### src/design/dfa_acc_pkg.sv
// Shared types and constants for the table-driven DFA acceptor.
// Holds field widths, the action codes, register indexes and the store entry format.
// No dependencies; the store, step and top-level files import this package.
package dfa_acc_pkg;

    // Default sizes for the top-level parameters.
    localparam int DEF_NUM_STATES = 16;
    localparam int DEF_COUNT_BITS = 16;

    // Field widths fixed by the item formats.
    localparam int SYM_W      = 8;
    localparam int ID_W       = 4;
    localparam int CONSUMED_W = 16;
    localparam int MASK_W     = 16;

    // Port widths.
    localparam int S_TDATA_W  = 24;
    localparam int S_TUSER_W  = 2;
    localparam int M_TDATA_W  = 24;
    localparam int CFG_IDX_W  = 1;
    localparam int CFG_DATA_W = 16;

    // Request kinds carried on the input stream.
    typedef enum logic [1:0] {
        ACT_WRITE  = 2'd0,
        ACT_START  = 2'd1,
        ACT_SYMBOL = 2'd2,
        ACT_END    = 2'd3
    } t_action;

    // Configuration register indexes.
    localparam logic [CFG_IDX_W-1:0] REG_START_STATE = 1'b0;
    localparam logic [CFG_IDX_W-1:0] REG_ACCEPT_MASK = 1'b1;

    typedef logic [ID_W-1:0]  t_state_id;
    typedef logic [SYM_W-1:0] t_symbol;

    // One transition store entry.
    typedef struct packed {
        logic      valid;
        t_state_id target;
    } t_entry;

    // Read request into the transition store.
    typedef struct packed {
        logic      en;
        t_state_id state;
        t_symbol   sym;
    } t_lookup;

    // Write request into the transition store.
    typedef struct packed {
        logic      en;
        t_state_id state;
        t_symbol   sym;
        t_entry    entry;
    } t_update;

endpackage

### src/design/dfa_acc_step.sv
// Automaton stage: applies one request per cycle, unless an end request waits on the
// result register, to the state, count and stop flag, and holds the result register. Depends on dfa_acc_pkg.
module dfa_acc_step #(
    parameter int COUNT_BITS = dfa_acc_pkg::DEF_COUNT_BITS
) (
    input  logic                                  i_clk,
    input  logic                                  i_rst_n,
    input  logic                                  i_take,
    input  dfa_acc_pkg::t_action                  i_action,
    input  dfa_acc_pkg::t_entry                   i_entry,
    input  dfa_acc_pkg::t_state_id                i_start_state,
    input  logic [dfa_acc_pkg::MASK_W-1:0]        i_accept_mask,
    input  logic                                  i_m_ready,
    output dfa_acc_pkg::t_state_id                o_lookup_state,
    output logic                                  o_ready,
    output logic                                  o_m_valid,
    output logic                                  o_accepted,
    output logic [dfa_acc_pkg::CONSUMED_W-1:0]    o_consumed,
    output dfa_acc_pkg::t_state_id                o_final_state
);
    import dfa_acc_pkg::*;

    localparam logic [COUNT_BITS-1:0] CNT_MAX = '1;

    logic                  r_s1_valid;
    t_action               r_s1_action;
    t_state_id             r_state;
    logic [COUNT_BITS-1:0] r_count;
    logic                  r_stopped;
    logic                  r_out_valid;
    logic                  r_out_accepted;
    logic [CONSUMED_W-1:0] r_out_consumed;
    t_state_id             r_out_state;

    t_state_id             n_state;
    logic [COUNT_BITS-1:0] n_count;
    logic                  n_stopped;
    logic                  out_free;
    logic                  s1_adv;
    logic                  s1_end;

    // Stage handshake: only an end request waits on the result register.
    assign out_free = ~r_out_valid | i_m_ready;
    assign s1_end   = r_s1_action == ACT_END;
    assign s1_adv   = r_s1_valid & (~s1_end | out_free);
    assign o_ready  = ~r_s1_valid | s1_adv;

    // Next automaton state for the request held in the stage.
    always_comb begin
        n_state   = r_state;
        n_count   = r_count;
        n_stopped = r_stopped;
        if (s1_adv) begin
            unique case (r_s1_action)
                ACT_START: begin
                    n_state   = i_start_state;
                    n_count   = '0;
                    n_stopped = 1'b0;
                end
                ACT_SYMBOL: begin
                    if (!r_stopped) begin
                        if (i_entry.valid) begin
                            n_state = i_entry.target;
                            if (r_count != CNT_MAX) begin
                                n_count = r_count + 1'b1;
                            end
                        end else begin
                            n_stopped = 1'b1;
                        end
                    end
                end
                ACT_WRITE, ACT_END: begin
                end
            endcase
        end
    end

    // The following symbol looks up from the state this request leaves.
    assign o_lookup_state = n_state;

    // Stage and automaton registers.
    always_ff @(posedge i_clk) begin
        if (!i_rst_n) begin
            r_s1_valid <= 1'b0;
            r_state    <= '0;
            r_count    <= '0;
            r_stopped  <= 1'b0;
        end else begin
            if (o_ready) begin
                r_s1_valid <= i_take;
            end
            r_state   <= n_state;
            r_count   <= n_count;
            r_stopped <= n_stopped;
        end
    end

    always_ff @(posedge i_clk) begin
        if (i_take) begin
            r_s1_action <= i_action;
        end
    end

    // Result register, loaded by an end request.
    always_ff @(posedge i_clk) begin
        if (!i_rst_n) begin
            r_out_valid <= 1'b0;
        end else if (s1_adv && s1_end) begin
            r_out_valid <= 1'b1;
        end else if (i_m_ready) begin
            r_out_valid <= 1'b0;
        end
    end

    always_ff @(posedge i_clk) begin
        if (s1_adv && s1_end) begin
            r_out_accepted <= ~r_stopped & i_accept_mask[r_state];
            r_out_consumed <= CONSUMED_W'(r_count);
            r_out_state    <= r_state;
        end
    end

    assign o_m_valid     = r_out_valid;
    assign o_accepted    = r_out_accepted;
    assign o_consumed    = r_out_consumed;
    assign o_final_state = r_out_state;

endmodule

### config.mk
export PLATFORM = sky130hd
export DESIGN_NAME = dfa_acc_step
export DESIGN_NICKNAME = d
export VERILOG_FILES = /design/src/design/dfa_acc_pkg.sv /design/src/design/dfa_acc_step.sv
export SDC_FILE = /design/constraint.sdc
export NUM_CORES = 1
export LEC_CHECK = 0
export ABC_AREA = 0
export BUFFER_PORTS_ARGS = -buffer_cell sky130_fd_sc_hd__buf_2
export CORE_MARGIN = 2
export CORE_UTILIZATION = 50
export DETAILED_ROUTE_END_ITERATION = 8
export HOLD_SLACK_MARGIN = 0.15
export PLACE_DENSITY = 0.75
export SYNTH_ARGS = -nofsm -noshare
export SYNTH_HDL_FRONTEND = slang
export SYNTH_SLANG_ARGS = --single-unit
### constraint.sdc
create_clock -name i_clk -period 2.2 [get_ports i_clk]
set_clock_uncertainty 0.1 [all_clocks]
set_input_delay 0.22 -clock i_clk [delete_from_list [all_inputs] [get_ports i_clk]]
set_output_delay 0.22 -clock i_clk [all_outputs]
set_load 0.01 [all_outputs]
# --- Word level (Yosys, flattened, before mapping) ---
# Cells that the tools add are included.
totals:
  regBits: 46
  inputBits: 31
  out_inout_bits: 27
  word_cells: 47
op_classes:
  addsub: 1
  order_cmp: 1
  n_eq_ne: 7
  mux: 15
  bitwise_logic: 9
  n_reduce_logical: 5
op_table:
  columns: ["op", "count"]
  rows:
  - ["$mux 16", 3]
  - ["$pmux 16 s2", 1]
  - ["$add 16x1->16 const B", 1]
  - ["$ne 16x16->1 const B", 1]
  - ["$mux 4", 3]
  - ["$pmux 4 s2", 1]
  - ["$ne 2x2->1 const B", 3]
  - ["$lt 4x5->1 const B", 1]
  - ["$mux 1", 5]
  - ["$reduce_and 5->1", 1]
  - ["$bmux 1 s4", 1]
  - ["$eq 2x2->1 const B", 2]
  - ["$not 1->1", 4]
  - ["$reduce_bool 2->1", 2]
  - ["$or 1x1->1", 3]
  - ["$and 1x1->1", 2]
  - ["$eq 2x1->1 const B", 1]
  - ["$pmux 1 s2", 1]
  - ["$reduce_and 2->1", 1]
  - ["$logic_and 1x1->1", 1]

# --- Depth between registers and ports, before layout ---
# Gate-level depths: netlist (run 1).
logic_depth:
  ltp_word: 6
  ltp_mapped: 7
  ltp_nobuf: 6

# --- Least setup slack after synthesis (run 1) ---
# OpenSTA, ideal clock, no wires.
synth_timing:
  path_type: "register -> register"
  startpoint: "register r_state[0]"
  endpoint: "register r_out_accepted, in the netlist o_accepted (data pin)"
  setup_ps: 256
  t_arrival_ps: 1552
  required_time_ps: 1844
  path_slack_ps: 292
  path_stages_with_launch: 5
  path_buffers: 1
  synth_period_minus_slack_ps: 1908
  cell_sequence: "dfxtp_1 buf_2 mux4_2 mux4_2 nor2b_1"
synth_via:
  elab_chain_cells: 3
synth_lines:
  columns: ["item", "line_no", "text"]
  rows:
  - ["start: declaration", "dfa_acc_step.sv:27", "t_state_id r_state;"]
  - ["start signal: assignment", "dfa_acc_step.sv:92", "r_state <= n_state;"]
  - ["$bmux 1 s4", "dfa_acc_step.sv:117", "r_out_accepted <= ~r_stopped & i_accept_mask[r_state];"]
  - ["$mux 1 (not written as such)", "dfa_acc_step.sv:117", null]
  - ["$and 1x1->1", "dfa_acc_step.sv:117", null]
  - ["end signal: assignment", "dfa_acc_step.sv:117", null]
  - ["end: declaration", "dfa_acc_step.sv:31", "logic r_out_accepted;"]
# No other way between the ends. The select of a mux whose other input is x is not followed.
# A chain may end at the register's enable or synchronous reset.

# --- Worst setup path in the final report (run 1) ---
layout_timing:
  startpoint: "register r_s1_action[0]"
  endpoint: "output o_lookup_state[3]"
layout_via:
  elab_chain_cells: 5
  word_cells_on_any_way: 8
  cone_classes: "eq/ne (3); mux (2); bitwise (3)"
layout_lines:
  columns: ["item", "line_no", "text"]
  rows:
  - ["start: declaration", "dfa_acc_step.sv:26", "t_action r_s1_action;"]
  - ["start signal: assignment", "dfa_acc_step.sv:100", "r_s1_action <= i_action;"]
  - ["$eq 2x2->1", "dfa_acc_step.sv:44", "assign s1_end = r_s1_action == ACT_END;"]
  - ["$not 1->1", "dfa_acc_step.sv:45", "assign s1_adv = r_s1_valid & (~s1_end | out_free);"]
  - ["$or 1x1->1", "dfa_acc_step.sv:45", null]
  - ["$and 1x1->1", "dfa_acc_step.sv:45", null]
  - ["$mux 4 (*)", "dfa_acc_step.sv:53", "if (s1_adv) begin"]
  - ["end: declaration", "dfa_acc_step.sv:14", "output dfa_acc_pkg::t_state_id o_lookup_state,"]
# Mark *: on every way between the ends. The rest lies on a longest branch, timed or not.

==> impl_metrics.ini, run 1 <==
[logic_synthesis]
postSynthCellCount = 202
synthTopCellsByCount = dfxtp_1, edfxtp_1, nand2_1
synthFlopType = edfxtp_1
syn-mean-instance-area_um2 = 11.3
yosysUniqueCellTypes = 43
yosys.area.top_type = edfxtp_1
synth_edf_count = 23
synth-async-reset-ratio_pct = 0
netlist_area_um2 = 2280
synth_top_cells_by_area = edfxtp_1, dfxtp_1, mux4_2
ys_seq_area_share_pct = 50.6
syn-num-nets = 237
synth_warnings = 0
synth_top_area_share_pct = 30.3
synth-seq-cells = 46

[final_layout]
layout-drive-gt1-share_pct = 34.3
antenna_cells = 0
syn2layout_area_growth_pct = 22.7
nets = 305
final_util_pct = 63.7

[route]
dr_total_vias = 1950
routed_via_density = 6.04
route.detailed.drc = 0
antenna_left = 0
wl_per_cell_um = 15.5
firstDrtPassIters = 4
drtIter0Drc = 165
drt-total-wl_um = 5010

[sta]
holdWs_ns = 0.157
worst_slack_ns = 0.0599
hold_viol = 0
fin_crit_sh_pct = 97.3
layout_min_cycle_time_ns = 2.14
max_freq_mhz = 467
drv_slew = 0
setup_violations = 0
rsz0062_at_grt = yes
tightestPinTransition_ns = 0.560
relSlewSlack_pct = 62.6
tns_ns = 0

[place]
port_buffers = 57
pre_cts_slack_ns = 0.149
gp_congestion = 0.833
hpwl_um = 3490

[worst_setup_path]
startpoint_type = register
crit_type = reg2out
end_kind = output pin
crit_arrival_ns = 1.82
path_max_fanout = 8
crit_required_ns = 1.88

[clock_tree]
cts.path.max_buffers = 2
clkTransAtPathRegs_ns = 0.08
clk_latency_ns = 0.30
cts_tree = done
cts_sinks = 46
cts-root-buf = clkbuf_8
cts_max_level = 2
cts_made_buffers = 5

[pwr]
p_leak_nw = 1.06
irDropWorstVdd_uv = 339
power.density_nw_per_um2 = 577
power_w = 0.00161

[floorplan]
start_util_pct = 51.9
die_area_um2 = 5110
die_w_um = 71.5
io_pins = 58
row_count = 24
die_h_um = 71.5
coreArea_um2 = 4380

[global_route]
antenna_found_initial = 0
grt.total_usage_pct = 20.7
grt_pass1_vias = 1813
grt_overflow_total = 0
grt_pass1_wl_um = 8310
grt_max_degree = 16

[run]
drv_cap = 0

[hold_path]
hold_path.class = in2reg

[outcome]
status = finished clean
worst paths after layout:
kind                         start                end  slack, ns  cells past startpoint
setup / recovery    r_s1_action[0]  o_lookup_state[3]       0.06                      6
hold / removal    i_start_state[0]         r_state[0]       0.16                      3
setup reg to reg    r_s1_action[0]         r_count[6]       0.13                      6
hold reg to reg         r_count[6]      o_consumed[6]       0.40                      0
layer usage:
layer | track usage, % | vias to the layer above | routed length, um
met1 | 27.6 | 929 | 2240
met3 | 4.50 | 8 | 253
met4 | 8.81 | 0 | 78
met5 | 0 | - | 0
li1 | - | 951 | -
met2 | 32.7 | 62 | 2440
state kept, by name, indices dropped and copies added (netlist names):
signal and flops:
o_m_valid 1, r_stopped 1, o_final_state 4, o_consumed 16, o_accepted 1, r_s1_action 2, r_count 16, r_state 4
r_s1_valid 1
layout make-up:
class | instances | area, um^2
clock buffers | 7 | 86.3
clock inverters | 1 | 5.00
fillers | 366 | 1590
inverters | 7 | 26.3
multi-input cells | 138 | 1050
flip-flops and latches | 46 | 1150
well taps | 52 | 65.1
repair buffers | 72 | 413
through the flow:
| stage | area, um^2 | instances |
|---|---|---|
| after floorplan | 2280 | 202 |
| after global placement | 2610 | 307 |
| after detailed placement | 2610 | 307 |
| after CTS | 2760 | 321 |
| after global routing | 2790 | 323 |
| final | 2790 | 323 |
kinds of logic (layout without fill, tap and decap cells):
| family | after synthesis | in the layout | share of synthesized area, % |
|---|---|---|---|
| and+or+nand+nor | 80 | 80 | 20.8 |
| AOI/OAI and AO/OA | 48 | 48 | 16.7 |
| DFF | 46 | 46 | 50.6 |
| buffers and inverters | 18 | 87 | 4.34 |
| muxes | 6 | 6 | 5.39 |
| adders and majority gates | 4 | 4 | 2.20 |
report_power, final:
group          leakage, nW  switching (W)  internal (W)
Clock               0.0482       0.000275      0.000254
Sequential           0.384      0.0000125      0.000913
Combinational        0.626      0.0000798     0.0000774
worst max-delay path: stages (launching register included):
cell and delay, ns:
edfxtp_1 0.39, ha_2 0.21, nand3b_1 0.15, and3b_2 0.32, a32oi_1 0.22, nand3_1 0.09, buf_2 0.15
placed cells by master (no fill, tap or decap), drive strengths merged, types with 3 or more instances in the layout:
| cell type | instances |
|---|---|
| buf | 66 |
| edfxtp | 23 |
| dfxtp | 23 |
| nand2 | 22 |
| nand3 | 16 |
| and3 | 12 |
| o211ai | 9 |
| inv | 7 |
| clkbuf | 7 |
| a31oi | 6 |
| or4 | 6 |
| dlygate4sd3 | 6 |
| nand2b | 5 |
| mux4 | 5 |
| a41oi | 5 |
| nand4 | 4 |
| o221a | 4 |
| a32oi | 4 |
| a21oi | 4 |
| ha | 4 |
| nor2b | 3 |
| a221oi | 3 |
| o211a | 3 |
| and4 | 3 |
timing repair:
action | 4_1_cts | 5_1_grt
setup buffers | 0 | 2
cloned | 0 | 0
endpoints found under the setup margin | 4 | 9
resized for setup | 1 | 4
endpoints found under the hold margin | 8 | 0
hold buffers | 6 | 0
pin swaps | 0 | 4
No activity file was read; power rests on OpenSTA's default activity.
==> run 2: changes to the inputs <==
--- a/config.mk
+++ b/config.mk
@@ -8,10 +8,10 @@
 export ABC_AREA = 0
 export BUFFER_PORTS_ARGS = -buffer_cell sky130_fd_sc_hd__buf_2
 export CORE_MARGIN = 2
-export CORE_UTILIZATION = 50
+export CORE_UTILIZATION = 52
 export DETAILED_ROUTE_END_ITERATION = 8
 export HOLD_SLACK_MARGIN = 0.15
-export PLACE_DENSITY = 0.75
+export PLACE_DENSITY = 0.77
 export SYNTH_ARGS = -nofsm -noshare
 export SYNTH_HDL_FRONTEND = slang
 export SYNTH_SLANG_ARGS = --single-unit
==> run 2 against run 1 <==
Cell area rose by 1.7%. Register-to-register slack got worse by 0.02 ns. Total power rose by 0.83%. Hold slack improved by 0.0092 ns. Wire length rose by 1.4%. Maximum frequency fell by 0.39%. Combinational power rose by 3%. Critical path type unchanged. Largest cell class unchanged. Largest power group unchanged.
==> impl_metrics.ini, run 2 (synthesized netlist as in run 1, its figures left out) <==
[outcome]
status = finished clean

[final_layout]
final_cell_mix = buf_2, edfxtp_1, dfxtp_1
multi_input_area_um2 = 1080
nets = 305
fill_cells = 348
fin_cells = 323
regArea_um2 = 1150
layout-drive-gt1-share_pct = 36.2
antenna_cells = 0
layout_commonest_cell = buf_2
syn2layout_area_growth_pct = 24.8

[pwr]
irDropWorstVdd_uv = 374
p_clk_share_pct = 33.0
p_switching_w = 0.000380
switching_share_pct = 23.4
p_seq_share_pct = 57.0
p_leak_nw = 1.08
pwr-share-comb_pct = 10.0
power_w = 0.00162
power.density_nw_per_um2 = 572
p_int_w = 0.00124

[sta]
layout_min_cycle_time_ns = 2.15
relSlewSlack_pct = 61.5
worst_slack_ns = 0.0514
fin_crit_sh_pct = 97.7
setup_violations = 0
tns_ns = 0
tightestPinTransition_ns = 0.576
rsz0062_at_grt = yes
max_freq_mhz = 465
drv_slew = 0
hold_viol = 0

[clock_tree]
cts_made_buffers = 5
cts-root-buf = clkbuf_8
clk_latency_ns = 0.30
cts_max_level = 2
cts_sinks = 46
cts.path.max_buffers = 2
cts_tree = done
clkTransAtPathRegs_ns = 0.08

[route]
drtIter0Drc = 166
dr_total_vias = 1940
routed_via_density = 6.01
firstDrtPassIters = 5
wl_per_cell_um = 15.7
antenna_left = 0
route.detailed.drc = 0
drt-total-wl_um = 5080

[place]
port_buffers = 57
gp_congestion = 0.843
dp.cells = 306
pre_cts_slack_ns = 0.113
hpwl_um = 3450

[floorplan]
coreArea_um2 = 4290
die_w_um = 70.2
start_util_pct = 53.0
io_pins = 58
die_h_um = 70.2
die_area_um2 = 4920
row_count = 24

[global_route]
grt.total_usage_pct = 21.7
grt_max_degree = 22
grt_pass1_wl_um = 8540
grt_overflow_total = 0
grt_pass1_vias = 1866
antenna_found_initial = 0

[worst_setup_path]
critical_path.slowest_cell = edfxtp_1
critPathMaxStageDelay_ns = 0.39
startpoint_type = register
critPathTopFamily = buffers and inverters
reg2reg_slack_ns = 0.11
crit_path_cell_trace = inv_1 -> ha_1 -> buf_4 -> and3_1 -> a32oi_2 -> nand3_1 -> buf_2
path_buf_inv = 3
crit_arrival_ns = 1.83
end_kind = output pin
path_max_fanout = 14
crit_type = reg2out
crit_required_ns = 1.88

[run]
drv_cap = 0

[hold_path]
hold_path.class = in2reg
==> run 2: cell count changes in the layout (fill, tap and decap cells not counted), sizes merged <==
cell	previous run	this run
clkinvlp	0	1
clkbuf	7	6
dlygate4sd3	6	7
buf	66	65
==> run 2: final timing paths <==
check,to,startpoint,cells past startpoint
setup / recovery,o_lookup_state[3],r_s1_action[0],7
hold / removal,r_state[3],i_start_state[3],3
setup reg to reg,r_count[12],r_s1_action[0],7
hold reg to reg,o_consumed[6],r_count[6],0
==> run 2: what timing repair did <==
item / in CTS / in global routing
pin swaps: 2 / 5
hold buffers: 7 / 0
hold endpoints to repair: 9 / 0
gates resized for setup: 1 / 9
setup buffers: 1 / 2
setup endpoints to repair: 4 / 8
==> run 2: power groups by stage <==
| stage | clock network, W | logic [W] | registers [W] |
|---|---|---|---|
| 4_1_cts | 0.000551 | 0.000154 | 0.000926 |
| 3_3_place_gp | 0 | 0.000140 | 0.000944 |
| 5_1_grt | 0.000589 | 0.000178 | 0.000928 |
| 6_report | 0.000537 | 0.000162 | 0.000926 |
| 3_5_place_dp | 0 | 0.000144 | 0.000945 |
| 2_1_floorplan | 0 | 0.0000780 | 0.000948 |
==> run 2: layer usage <==
layer  up-vias  track usage [%]  part of all wire (%)  wire [um]
li1        948                -                     -          -
met2        91             36.3                    50       2550
met4         0             8.55                   1.6         83
met5         -                0                     0          0
met1       892             27.2                    42       2120
met3         9             5.19                   6.4        323
==> run 2: cell type report <==
cell class	instances	area share, %
sequential	46	40.5
multi-input combinational	138	38.2
tap	52	2.29
timing repair buffer	72	14.7
clock inverter	2	0.441
inverter	7	0.925
clock buffer	6	2.91
==> run 2: worst reg2reg max path, delay by kind of cell, from the launching register on <==
| kind | cells | cell delay, ns |
|---|---|---|
| AO/OA/AOI/OAI | 2 | 0.67 |
| adder cells (fa/ha/maj) | 1 | 0.25 |
| AND/OR/NAND/NOR | 2 | 0.29 |
| buffers and inverters | 2 | 0.31 |
| flip-flops | 1 | 0.39 |
==> run 2: per-stage QoR <==
stage               utilization (%)  area, um^2  hold WS (ns)
detailed placement             60.5        2600         0.298
global placement               60.5        2600         0.297
global route                   66.1        2840         0.174
floorplan                         -        2280         0.219
CTS                            64.6        2770         0.162
finish                         66.1        2840         0.166
==> run 3: changes to the inputs <==
==> constraint.sdc (replaced) <==
create_clock -name i_clk -period 2.2 [get_ports i_clk]
set_clock_uncertainty 0.1 [all_clocks]
set_input_delay 0 -clock i_clk [delete_from_list [all_inputs] [get_ports i_clk]]
set_output_delay 0 -clock i_clk [all_outputs]
set_load 0.01 [all_outputs]
==> run 3 against run 2 <==
Final cell count is 2.2% higher. Cell area rose by 0.93%. Via count rose by 0.31%. Non-clock buffer count rose by 7.
==> impl_metrics.ini, run 3 (synthesized netlist as in run 1, its figures left out) <==
[worst_setup_path]
end_kind = output pin
path_max_fanout = 8
crit_arrival_ns = 1.98
r2r_cells = 6
r2r_start = r_s1_action[0]
crit_type = reg2out
startpoint_type = register
r2r-end = r_count[15]
path_buf_inv = 2
critPathTopFamily = simple AND/OR/NAND/NOR gates
critPathMaxStageDelay_ns = 0.39
critical_path.slowest_cell = edfxtp_1
crit_path_cell_trace = ha_1 -> nand3b_1 -> buf_4 -> and3b_2 -> a32oi_1 -> nand3_1 -> buf_2
crit_required_ns = 2.10
reg2reg_slack_ns = 0.16

[sta]
drv_slew = 0
relSlewSlack_pct = 64.8
layout_min_cycle_time_ns = 2.08
fin_crit_sh_pct = 94.4
tns_ns = 0
tightestPinTransition_ns = 0.527
setup_violations = 0
max_freq_mhz = 481
hold_viol = 0

[route]
dr_total_vias = 1946
antenna_left = 0
firstDrtPassIters = 4
route.detailed.drc = 0
drtIter0Drc = 192
drt-total-wl_um = 5090
routed_via_density = 5.90
wl_per_cell_um = 15.4

[pwr]
power.density_nw_per_um2 = 560
power_w = 0.00161
p_leak_nw = 1.09
irDropWorstVdd_uv = 267

[final_layout]
antenna_cells = 0
nets = 312
final_cell_mix = buf_2, edfxtp_1, dfxtp_1
syn2layout_area_growth_pct = 25.9
layout_commonest_cell = buf_2
final_util_pct = 66.8
postLayoutCellArea_um2 = 2870
layout-drive-gt1-share_pct = 33.5
fill_cells = 346

[clock_tree]
cts_tree = done
cts_max_level = 2
cts_sinks = 46
cts.path.max_buffers = 2
cts_made_buffers = 5
cts-root-buf = clkbuf_8
clkTransAtPathRegs_ns = 0.09
clk_latency_ns = 0.29

[global_route]
grt_pass1_wl_um = 8600
antenna_found_initial = 0
grt_max_degree = 22
grt_pass1_vias = 1863
grt_overflow_total = 0
grt.total_usage_pct = 21.7

[hold_path]
hold_path.class = in2reg
hold_path_depth = 2
worstHoldStart = i_action[1]
hold_end = r_s1_action[1]

[run]
drv_cap = 0

[place]
port_buffers = 57
hpwl_um = 3360
gp_congestion = 0.834
placed_area_um2 = 2600

[floorplan]
die_w_um = 70.2
die_area_um2 = 4920
row_count = 24
die_h_um = 70.2
start_util_pct = 53.0
coreArea_um2 = 4290
io_pins = 58

[outcome]
status = finished clean
## run 3: changes by cell type in the layout (fill, tap and decap cells not counted), sizes merged
cell	delta
dlygate4sd3	+7
clkbuf	-1
clkinv	+1
## run 3: worst max path at each step
stage | start | end | slack, ns | cells after the start
after detailed placement | r_s1_action[0] | r_count[11] | 0.11 | 6
after CTS | r_s1_action[0] | r_count[15] | 0.10 | 6
final | r_s1_action[1] | o_lookup_state[3] | 0.12 | 7
after floorplan | r_state[0] | o_accepted | 0.29 | 4
after global placement | r_s1_action[0] | r_count[11] | 0.20 | 6
after global routing | r_s1_action[0] | o_lookup_state[3] | -0.007 | 7
## run 3: routing by layer
layer / vias to the layer above / part of all wire, % / GRT usage [%]
met5: - / 0 / 0
met2: 51 / 51 / 36.8
met4: 0 / 1.3 / 6.20
met3: 7 / 3.5 / 3.90
li1: 959 / - / -
met1: 929 / 44 / 28.6
## run 3: final cells by class
type | instances | area [um^2] | area share (%)
clock inverters | 3 | 21.3 | 0.742
flip-flops and latches | 46 | 1150 | 40.2
clock buffers | 5 | 68.8 | 2.40
inverters | 7 | 26.3 | 0.917
repair buffers | 79 | 485 | 16.9
multi-input cells | 138 | 1050 | 36.6
well taps | 52 | 65.1 | 2.27
## run 3: report_power, final
| part | internal (W) | switching [W] | total, W | leakage, nW |
|---|---|---|---|---|
| clock | 0.000223 | 0.000288 | 0.000512 | 0.0441 |
| sequential | 0.000913 | 0.0000126 | 0.000926 | 0.384 |
| combinational | 0.0000856 | 0.0000822 | 0.000168 | 0.661 |
## run 3: timing repair
item	CTS	global route
buffers inserted	0	2
setup endpoints to repair	0	8
resized for setup	0	5
hold buffers	14	0
endpoints found under the hold margin	20	0
## run 3: stage by stage
stage,hold slack (ns),cells,worst slack [ns]
global route,0.340,330,-0.00736
CTS,0.299,328,0.101
finish,0.316,330,0.122
detailed placement,0.0783,306,0.112
global placement,0.0767,306,0.202
floorplan,-0.00113,202,0.292
